<file path="src/rtl/srts_pkg.sv">
package srts_pkg;

    localparam int MAX_TASKS = 16;
    localparam int TIME_BITS = 16;
    localparam int IDX_W     = $clog2(MAX_TASKS);
    localparam int CNT_W     = $clog2(MAX_TASKS + 1);
    localparam int ID_W      = 4;
    localparam int ID_SLOTS  = 2 ** ID_W;
    localparam int SVC_W     = 16;
    localparam int RCNT_W    = 5;

    localparam logic FUNC_ARRIVE = 1'b0;
    localparam logic FUNC_TICK   = 1'b1;

    typedef struct packed {
        logic [ID_W-1:0]  task_id;
        logic [SVC_W-1:0] left;
    } t_entry;

    // commands from the controller to the datapath
    typedef struct packed {
        logic arrive;
        logic tick_start;
        logic scan_issue;
        logic take;
        logic shift_rd;
        logic shift_wr;
        logic shift_done;
        logic append;
        logic run;
        logic out_load;
    } t_cmd;

    // status from the datapath to the controller
    typedef struct packed {
        logic size_zero;
        logic busy;
        logic scan_last;
        logic shorter;
        logic shift_more;
        logic preempt;
        logic out_free;
    } t_stat;

endpackage

</file>
<file path="src/rtl/shortest_remaining_tick_scheduler_core.sv">
// preemptive shortest-remaining-time scheduler
// input channel (i_in_valid / o_in_ready): i_func selects a task arrival
// (i_task_id, i_service_time) or one scheduler tick. output channel
// (o_out_valid / i_out_ready) returns exactly one result per input item.
// arrivals are stamped with the current time and appended to the ready list;
// a zero service time or a full list drops the arrival
// an arrival writes the 16-entry list and goes straight to the result.
// a tick searches the list memory for the entry with least time left;
// taking a task moves each entry behind the chosen one up by a read and a
// write to close the gap, a preempted task is put back at the end of the
// list, then the task runs and the result is loaded; a tick with an empty
// list goes straight to run. the list memory has a single read port, and
// the core takes one item at a time: o_in_ready is high only between items
// reset clears the list count, the running task and the time counter;
// list contents and arrival stamps are not cleared
// a stalled receiver holds the result in the output register; the next item
// is accepted once that result is loaded, and its result waits for the
// previous one to be taken
module shortest_remaining_tick_scheduler_core (
    input  logic                            i_clk,
    input  logic                            i_rst_n,
    input  logic                            i_in_valid,
    output logic                            o_in_ready,
    input  logic                            i_func,
    input  logic [srts_pkg::ID_W-1:0]       i_task_id,
    input  logic [srts_pkg::SVC_W-1:0]      i_service_time,
    output logic                            o_out_valid,
    input  logic                            i_out_ready,
    output logic                            o_run_valid,
    output logic [srts_pkg::ID_W-1:0]       o_run_id,
    output logic                            o_preempted,
    output logic                            o_finished,
    output logic [srts_pkg::TIME_BITS-1:0]  o_finish_time,
    output logic [srts_pkg::TIME_BITS-1:0]  o_turnaround,
    output logic [srts_pkg::RCNT_W-1:0]     o_ready_count
);
    import srts_pkg::*;

    t_cmd  cmd;
    t_stat stat;

    srts_ctrl u_ctrl (
        .i_clk      (i_clk),
        .i_rst_n    (i_rst_n),
        .i_in_valid (i_in_valid),
        .i_func     (i_func),
        .o_in_ready (o_in_ready),
        .i_stat     (stat),
        .o_cmd      (cmd)
    );

    srts_dp u_dp (
        .i_clk          (i_clk),
        .i_rst_n        (i_rst_n),
        .i_cmd          (cmd),
        .o_stat         (stat),
        .i_task_id      (i_task_id),
        .i_service_time (i_service_time),
        .i_out_ready    (i_out_ready),
        .o_out_valid    (o_out_valid),
        .o_run_valid    (o_run_valid),
        .o_run_id       (o_run_id),
        .o_preempted    (o_preempted),
        .o_finished     (o_finished),
        .o_finish_time  (o_finish_time),
        .o_turnaround   (o_turnaround),
        .o_ready_count  (o_ready_count)
    );

endmodule

</file>
<file path="src/rtl/srts_ctrl.sv">
module srts_ctrl (
    input  logic          i_clk,
    input  logic          i_rst_n,
    input  logic          i_in_valid,
    input  logic          i_func,
    output logic          o_in_ready,
    input  srts_pkg::t_stat i_stat,
    output srts_pkg::t_cmd  o_cmd
);
    import srts_pkg::*;

    typedef enum logic [9:0] {
        S_IDLE      = 10'b00_0000_0001,
        S_SCAN      = 10'b00_0000_0010,
        S_SCAN_LAST = 10'b00_0000_0100,
        S_DECIDE    = 10'b00_0000_1000,
        S_SHIFT_RD  = 10'b00_0001_0000,
        S_SHIFT_WR  = 10'b00_0010_0000,
        S_APPEND    = 10'b00_0100_0000,
        S_RUN       = 10'b00_1000_0000,
        S_OUT       = 10'b01_0000_0000,
        S_HOLD      = 10'b10_0000_0000
    } t_state;

    t_state r_state;
    t_state n_state;
    logic   accept;

    assign o_in_ready = (r_state == S_IDLE);
    assign accept     = i_in_valid && o_in_ready;

    always_comb begin
        n_state = r_state;
        o_cmd   = '0;
        unique case (r_state)
            S_IDLE: begin
                if (accept) begin
                    if (i_func == FUNC_ARRIVE) begin
                        o_cmd.arrive = 1'b1;
                        n_state      = S_OUT;
                    end else begin
                        o_cmd.tick_start = 1'b1;
                        n_state          = i_stat.size_zero ? S_RUN : S_SCAN;
                    end
                end
            end
            S_SCAN: begin
                o_cmd.scan_issue = 1'b1;
                if (i_stat.scan_last) begin
                    n_state = S_SCAN_LAST;
                end
            end
            // last compare lands at the end of this cycle
            S_SCAN_LAST: begin
                n_state = S_DECIDE;
            end
            S_DECIDE: begin
                if (i_stat.busy && !i_stat.shorter) begin
                    n_state = S_RUN;
                end else begin
                    o_cmd.take = 1'b1;
                    n_state    = S_SHIFT_RD;
                end
            end
            S_SHIFT_RD: begin
                if (i_stat.shift_more) begin
                    o_cmd.shift_rd = 1'b1;
                    n_state        = S_SHIFT_WR;
                end else begin
                    o_cmd.shift_done = 1'b1;
                    n_state          = i_stat.preempt ? S_APPEND : S_RUN;
                end
            end
            S_SHIFT_WR: begin
                o_cmd.shift_wr = 1'b1;
                n_state        = S_SHIFT_RD;
            end
            S_APPEND: begin
                o_cmd.append = 1'b1;
                n_state      = S_RUN;
            end
            S_RUN: begin
                o_cmd.run = 1'b1;
                n_state   = S_OUT;
            end
            S_OUT: begin
                if (i_stat.out_free) begin
                    o_cmd.out_load = 1'b1;
                    n_state        = S_IDLE;
                end else begin
                    n_state = S_HOLD;
                end
            end
            S_HOLD: begin
                if (i_stat.out_free) begin
                    o_cmd.out_load = 1'b1;
                    n_state        = S_IDLE;
                end
            end
            default: begin
                n_state = S_IDLE;
            end
        endcase
    end

    always_ff @(posedge i_clk) begin
        if (!i_rst_n) begin
            r_state <= S_IDLE;
        end else begin
            r_state <= n_state;
        end
    end

endmodule

</file>
<file path="src/rtl/srts_dp.sv">
module srts_dp (
    input  logic                            i_clk,
    input  logic                            i_rst_n,
    input  srts_pkg::t_cmd                  i_cmd,
    output srts_pkg::t_stat                 o_stat,
    input  logic [srts_pkg::ID_W-1:0]       i_task_id,
    input  logic [srts_pkg::SVC_W-1:0]      i_service_time,
    input  logic                            i_out_ready,
    output logic                            o_out_valid,
    output logic                            o_run_valid,
    output logic [srts_pkg::ID_W-1:0]       o_run_id,
    output logic                            o_preempted,
    output logic                            o_finished,
    output logic [srts_pkg::TIME_BITS-1:0]  o_finish_time,
    output logic [srts_pkg::TIME_BITS-1:0]  o_turnaround,
    output logic [srts_pkg::RCNT_W-1:0]     o_ready_count
);
    import srts_pkg::*;

    // ready list and arrival stamps, no reset
    t_entry               r_mem [MAX_TASKS];
    logic [TIME_BITS-1:0] r_arr [ID_SLOTS];
    t_entry               r_rd_data;
    logic [TIME_BITS-1:0] r_arr_rd;

    logic [CNT_W-1:0]     r_size;
    logic [IDX_W-1:0]     r_ptr;
    logic                 r_cmp_vld;
    logic [IDX_W-1:0]     r_cmp_idx;
    logic [IDX_W-1:0]     r_best_idx;
    t_entry               r_best;
    t_entry               r_old;
    logic                 r_busy;
    logic [ID_W-1:0]      r_active_task;
    logic [SVC_W-1:0]     r_active_left;
    logic [TIME_BITS-1:0] r_now;

    logic                 r_res_run;
    logic [ID_W-1:0]      r_res_id;
    logic                 r_res_pre;
    logic                 r_res_fin;
    logic [TIME_BITS-1:0] r_res_ftime;

    logic                 wr_en;
    logic [IDX_W-1:0]     wr_addr;
    t_entry               wr_data;
    logic                 rd_en;
    logic [IDX_W-1:0]     rd_addr;
    logic                 arr_ok;
    logic [CNT_W-1:0]     ptr_next;
    logic [SVC_W-1:0]     n_left;

    assign arr_ok   = i_cmd.arrive && (i_service_time != '0)
                      && (r_size < CNT_W'(MAX_TASKS));
    assign ptr_next = CNT_W'(r_ptr) + CNT_W'(1);
    assign n_left   = r_active_left - SVC_W'(1);

    always_comb begin
        wr_en   = 1'b0;
        wr_addr = r_size[IDX_W-1:0];
        wr_data = '{task_id: i_task_id, left: i_service_time};
        if (arr_ok) begin
            wr_en = 1'b1;
        end else if (i_cmd.shift_wr) begin
            wr_en   = 1'b1;
            wr_addr = r_ptr;
            wr_data = r_rd_data;
        end else if (i_cmd.append) begin
            wr_en   = 1'b1;
            wr_data = r_old;
        end
    end

    assign rd_en   = i_cmd.scan_issue || i_cmd.shift_rd;
    assign rd_addr = i_cmd.shift_rd ? ptr_next[IDX_W-1:0] : r_ptr;

    always_ff @(posedge i_clk) begin
        if (wr_en) begin
            r_mem[wr_addr] <= wr_data;
        end
        if (rd_en) begin
            r_rd_data <= r_mem[rd_addr];
        end
        if (arr_ok) begin
            r_arr[i_task_id] <= r_now;
        end
        if (i_cmd.run) begin
            r_arr_rd <= r_arr[r_active_task];
        end
    end

    assign o_stat.size_zero  = (r_size == '0);
    assign o_stat.busy       = r_busy;
    assign o_stat.scan_last  = (ptr_next == r_size);
    assign o_stat.shorter    = (r_best.left < r_active_left);
    assign o_stat.shift_more = (ptr_next < r_size);
    assign o_stat.preempt    = r_res_pre;
    assign o_stat.out_free   = !o_out_valid || i_out_ready;

    // scan pointer, minimum tracking and shift pointer
    always_ff @(posedge i_clk) begin
        if (i_cmd.tick_start) begin
            r_ptr <= '0;
        end else if (i_cmd.scan_issue || i_cmd.shift_wr) begin
            r_ptr <= ptr_next[IDX_W-1:0];
        end else if (i_cmd.take) begin
            r_ptr <= r_best_idx;
        end
        r_cmp_idx <= r_ptr;
        if (r_cmp_vld && (r_cmp_idx == '0 || r_rd_data.left < r_best.left)) begin
            r_best_idx <= r_cmp_idx;
            r_best     <= r_rd_data;
        end
        if (i_cmd.take) begin
            r_old <= '{task_id: r_active_task, left: r_active_left};
        end
    end

    always_ff @(posedge i_clk) begin
        if (!i_rst_n) begin
            r_cmp_vld     <= 1'b0;
            r_size        <= '0;
            r_busy        <= 1'b0;
            r_active_task <= '0;
            r_active_left <= '0;
            r_now         <= '0;
            r_res_run     <= 1'b0;
            r_res_pre     <= 1'b0;
            r_res_fin     <= 1'b0;
            o_out_valid   <= 1'b0;
        end else begin
            r_cmp_vld <= i_cmd.scan_issue;
            if (arr_ok || i_cmd.append) begin
                r_size <= r_size + CNT_W'(1);
            end else if (i_cmd.shift_done) begin
                r_size <= r_size - CNT_W'(1);
            end
            if (i_cmd.arrive || i_cmd.tick_start) begin
                r_res_run   <= 1'b0;
                r_res_id    <= '0;
                r_res_pre   <= 1'b0;
                r_res_fin   <= 1'b0;
                r_res_ftime <= '0;
            end
            if (i_cmd.take) begin
                r_res_pre     <= r_busy;
                r_busy        <= 1'b1;
                r_active_task <= r_best.task_id;
                r_active_left <= r_best.left;
            end
            if (i_cmd.run) begin
                if (r_busy) begin
                    r_res_run     <= 1'b1;
                    r_res_id      <= r_active_task;
                    r_active_left <= n_left;
                    if (n_left == '0) begin
                        r_busy      <= 1'b0;
                        r_res_fin   <= 1'b1;
                        r_res_ftime <= r_now + TIME_BITS'(1);
                    end
                end
                r_now <= r_now + TIME_BITS'(1);
            end
            if (i_cmd.out_load) begin
                o_out_valid <= 1'b1;
            end else if (i_out_ready) begin
                o_out_valid <= 1'b0;
            end
        end
    end

    always_ff @(posedge i_clk) begin
        if (i_cmd.out_load) begin
            o_run_valid   <= r_res_run;
            o_run_id      <= r_res_id;
            o_preempted   <= r_res_pre;
            o_finished    <= r_res_fin;
            o_finish_time <= r_res_ftime;
            o_turnaround  <= r_res_fin ? (r_res_ftime - r_arr_rd) : '0;
            o_ready_count <= RCNT_W'(r_size);
        end
    end

endmodule

</file>
<file path="config.mk">
export PLATFORM = sky130hd
export DESIGN_NAME = shortest_remaining_tick_scheduler_core
export DESIGN_NICKNAME = d
export VERILOG_FILES = /design/src/rtl/srts_pkg.sv /design/src/rtl/shortest_remaining_tick_scheduler_core.sv /design/src/rtl/srts_ctrl.sv /design/src/rtl/srts_dp.sv
export SDC_FILE = /design/constraint.sdc
export NUM_CORES = 1
export LEC_CHECK = 0
export ABC_AREA = 1
export BUFFER_PORTS_ARGS = -buffer_cell sky130_fd_sc_hd__buf_2
export CAP_MARGIN = 40
export CORE_ASPECT_RATIO = 0.8
export CORE_MARGIN = 2
export CORE_UTILIZATION = 40
export CTS_BUF_LIST = sky130_fd_sc_hd__clkbuf_8
export DETAILED_ROUTE_END_ITERATION = 8
export PLACE_DENSITY = 0.61
export SLEW_MARGIN = 20
export SYNTH_ARGS = -nofsm -noshare
export SYNTH_HDL_FRONTEND = slang
export SYNTH_HIERARCHICAL = 1
export SYNTH_SLANG_ARGS = --single-unit
export TNS_END_PERCENT = 20
</file>
<file path="constraint.sdc">
create_clock -name i_clk -period 8.9 [get_ports i_clk]
set_clock_uncertainty 0.1 [all_clocks]
set_input_delay 0.445 -clock i_clk [delete_from_list [all_inputs] [get_ports i_clk]]
set_output_delay 0.445 -clock i_clk [all_outputs]
set_load 0.005 [all_outputs]
</file>
==> metrics.txt <==
placeable core area=0.0820 sq mm; WL per Instance=20.9 um; Fin Hold WS=64.3 ps; DR vias=22700; warnings from Yosys=6; largest area contributor in the netlist=edfxtp_1; register bit total from synthesis=785; share of cells above drive strength 1=13.9%; final-report setup violation count=0; Max Cap Viol=0; CP cell instances=ha_1 > xor2_1 > ha_1 > a21oi_1 > o21ai_0 > a21o_1 > a21oi_1 > inv_1 > nor2_1 > nand2_1 > nand2_2 > buf_4 > buf_16 > clkinv_1 > buf_4 > o21ai_0 > o221ai_1 > o211ai_1 > nand2_1; initial antenna violation count=4; commonest non-fill, non-tap cell in the layout=edfxtp_1; Die Area=0.0848 sq mm; critical path endpoint category=register; CTS tree=built; Distinct cells, synth=47; width of the die=325 um; clk_lat worst skew=780 ps; post-route setup TNS=0 ps; crit path launch=u_dp/r_ptr[0]$_SDFFE_PP0P_; deepest clock path buffer count=3; Max Transition Viols Final=0; worst path required time=9310 ps; Post-Syn Instances=2770; Min-Delay Path Class=primary input to register; Worst Tran Pin Value=850 ps; hold_sp=i_service_time[13]; Mapped Area=0.0330 sq mm; grt total ovfl=0; largest net degree at the start of global routing=82; crit path DAT=5520 ps; final worst-path cycle share=57.5%; first-pass GRT wire length=129 mm; sequential fraction of the synthesis area=69.5%; Post-DP Area=0.0349 sq mm; CP Class=register to register; Synth Net Count=2854; most frequent cells in the layout=edfxtp_1, nor2_1, o21ai_0, nand2_1, inv_1; DRC=0; post-CTS sizing=0; Sink Count=785; IO Count=71; vias in the first global route=21700; ranking of synthesized cells by area=edfxtp_1, o21ai_0, nor2_1, dfxtp_1, nand2_1; ANT nets after route=0; # rows=94; Avg Cell Area, Syn=11.9 sq um; asr flop ratio synth=0%; Slew HR=43.4%; Layout area overhead=13.9%; post-detail-place hpwl=50.2 mm; Max H-tree Level=4; Layout fillers=7325; Num CTS Buffers=132; Port Buffers=70; nets=2999; top_reg_cell synth=edfxtp_1; final hold vios=0; RSZ-0062 raised after global routing=false; First-pass DRT Iterations=6; Total GRT Usage=20.0%; Leak=14.2 nW; Initial DRC Count=2431; min Tclk post-route=5120 ps; Post-synth EDFFs=720; fmax=195 MHz; WL final=86.1 mm; CP max stage delay=650 ps; status=completed; worst vdd ir=0.126 mV; CTS clk-pin slew, worst paths=70 ps; Synth top area share=65.6%; vias per cell=5.51; worst-path maximum fanout=81; Root Driver=clkbuf_8; DIE HEIGHT=261 um; final instance area=0.0376 sq mm; critical path's slowest cell=clkinv_1; WP buf/inv=5; RePlAce Congestion=0.880; RR Startpoint=u_dp/r_ptr[0]$_SDFFE_PP0P_; Top delay family on crit path=buffers and inverters; power per standard cell area=238 mW/mm^2; CP Launch Type=register; initial core utilization=40.2%
-- flip-flops by register name (all words and copies together) (netlist names), 5 cells and up --
register	flops
u_dp/r_old	20
u_dp/o_finish_time	16
u_dp/r_active_left	16
u_dp/r_now	16
u_dp/r_size	5
u_dp/o_ready_count	5
u_dp/r_arr	256
u_dp/r_res_ftime	16
u_dp/r_arr_rd	16
u_ctrl/r_state	10
u_dp/r_best	20
u_dp/o_turnaround	16
u_dp/r_rd_data	20
u_dp/r_mem	320
-- worst paths after layout --
check             slack (ps)  depth (start not counted)                           end
setup reg to reg        3780                         19  u_dp/r_rd_data[19]$_DFFE_PP_
hold reg to reg          270                          0     u_dp/r_cmp_idx[3]$_DFF_P_
setup / recovery        3780                         19  u_dp/r_rd_data[19]$_DFFE_PP_
hold / removal            60                          3   u_dp/r_mem[2][13]$_DFFE_PP_
-- where the power goes --
group | total (mW) | switching, mW | internal, mW
Sequential | 4.31 | 0.100 | 4.21
Clock | 3.05 | 1.43 | 1.61
Combinational | 1.59 | 1.09 | 0.507
-- per-layer routing --
layer  vias up  wire, um  track usage (%)
met4         0      1440             5.83
met3       116      7140             4.09
met2      1040     38300             30.6
li1      10400         -                -
met5         -         0                0
met1     11200     39200             28.9
-- timing repair --
item	4_1_cts	5_1_grt
hold buffers	2	0
hold endpoints to repair	5	0
buffers inserted	0	0
-- cells by family after synthesis --
kind of cell	synth area share, %
simple gates	10.7
flops	69.5
fa+ha+maj	2.28
xor+xnor	0.451
compound gates	13.0
buf+inv	4.07
-- worst register-to-register path: cells and delay by family (launching register included) --
| kind | cells | cell delay [ps] |
|---|---|---|
| buffers and inverters | 5 | 1740 |
| AOI/OAI and AO/OA | 7 | 1070 |
| and+or+nand+nor | 4 | 640 |
| adders and majority gates | 2 | 550 |
| DFF | 1 | 460 |
| xor gates and xnor gates | 1 | 270 |
-- metrics by stage --
stage          power [mW]  utilization (%)  instances  setup slack [ps]
2_1_floorplan        5.42                -       2770              4310
5_1_grt              9.36             45.8       4128              3420
3_5_place_dp         5.93             42.6       3872              3470
4_1_cts              8.98             45.7       4116              3420
3_3_place_gp         5.83             42.3       3861              3690
6_report             8.95             45.8       4128              3780
-- cell type report --
| class | count | area, sq um | area share, % |
|---|---|---|---|
| antenna | 1 | 2.50 | 0.00666 |
| clock buffer | 141 | 1940 | 5.17 |
| sequential | 785 | 22900 | 61.0 |
| clock inverter | 101 | 568 | 1.51 |
| inverter | 205 | 773 | 2.06 |
| tap | 1104 | 1380 | 3.68 |
| multi-input combinational | 1636 | 8820 | 23.5 |
| timing repair buffer | 155 | 1140 | 3.04 |
-- synth_stat cells, types with 10 or more instances --
master / n
nand4_1: 12
nor2_4: 10
xor2_1: 15
a32oi_1: 18
nand2_2: 10
nand2_1: 262
dfxtp_1: 65
nor2_1: 424
o21ai_0: 387
clkbuf_1: 125
inv_1: 190
o211ai_1: 54
ha_1: 57
o221ai_1: 100
inv_2: 13
buf_2: 15
nand3_1: 88
a21oi_1: 86
edfxtp_1: 720
nor2_2: 10
nor3_1: 12
o22ai_1: 45
(Power assumes the default switching activity.)
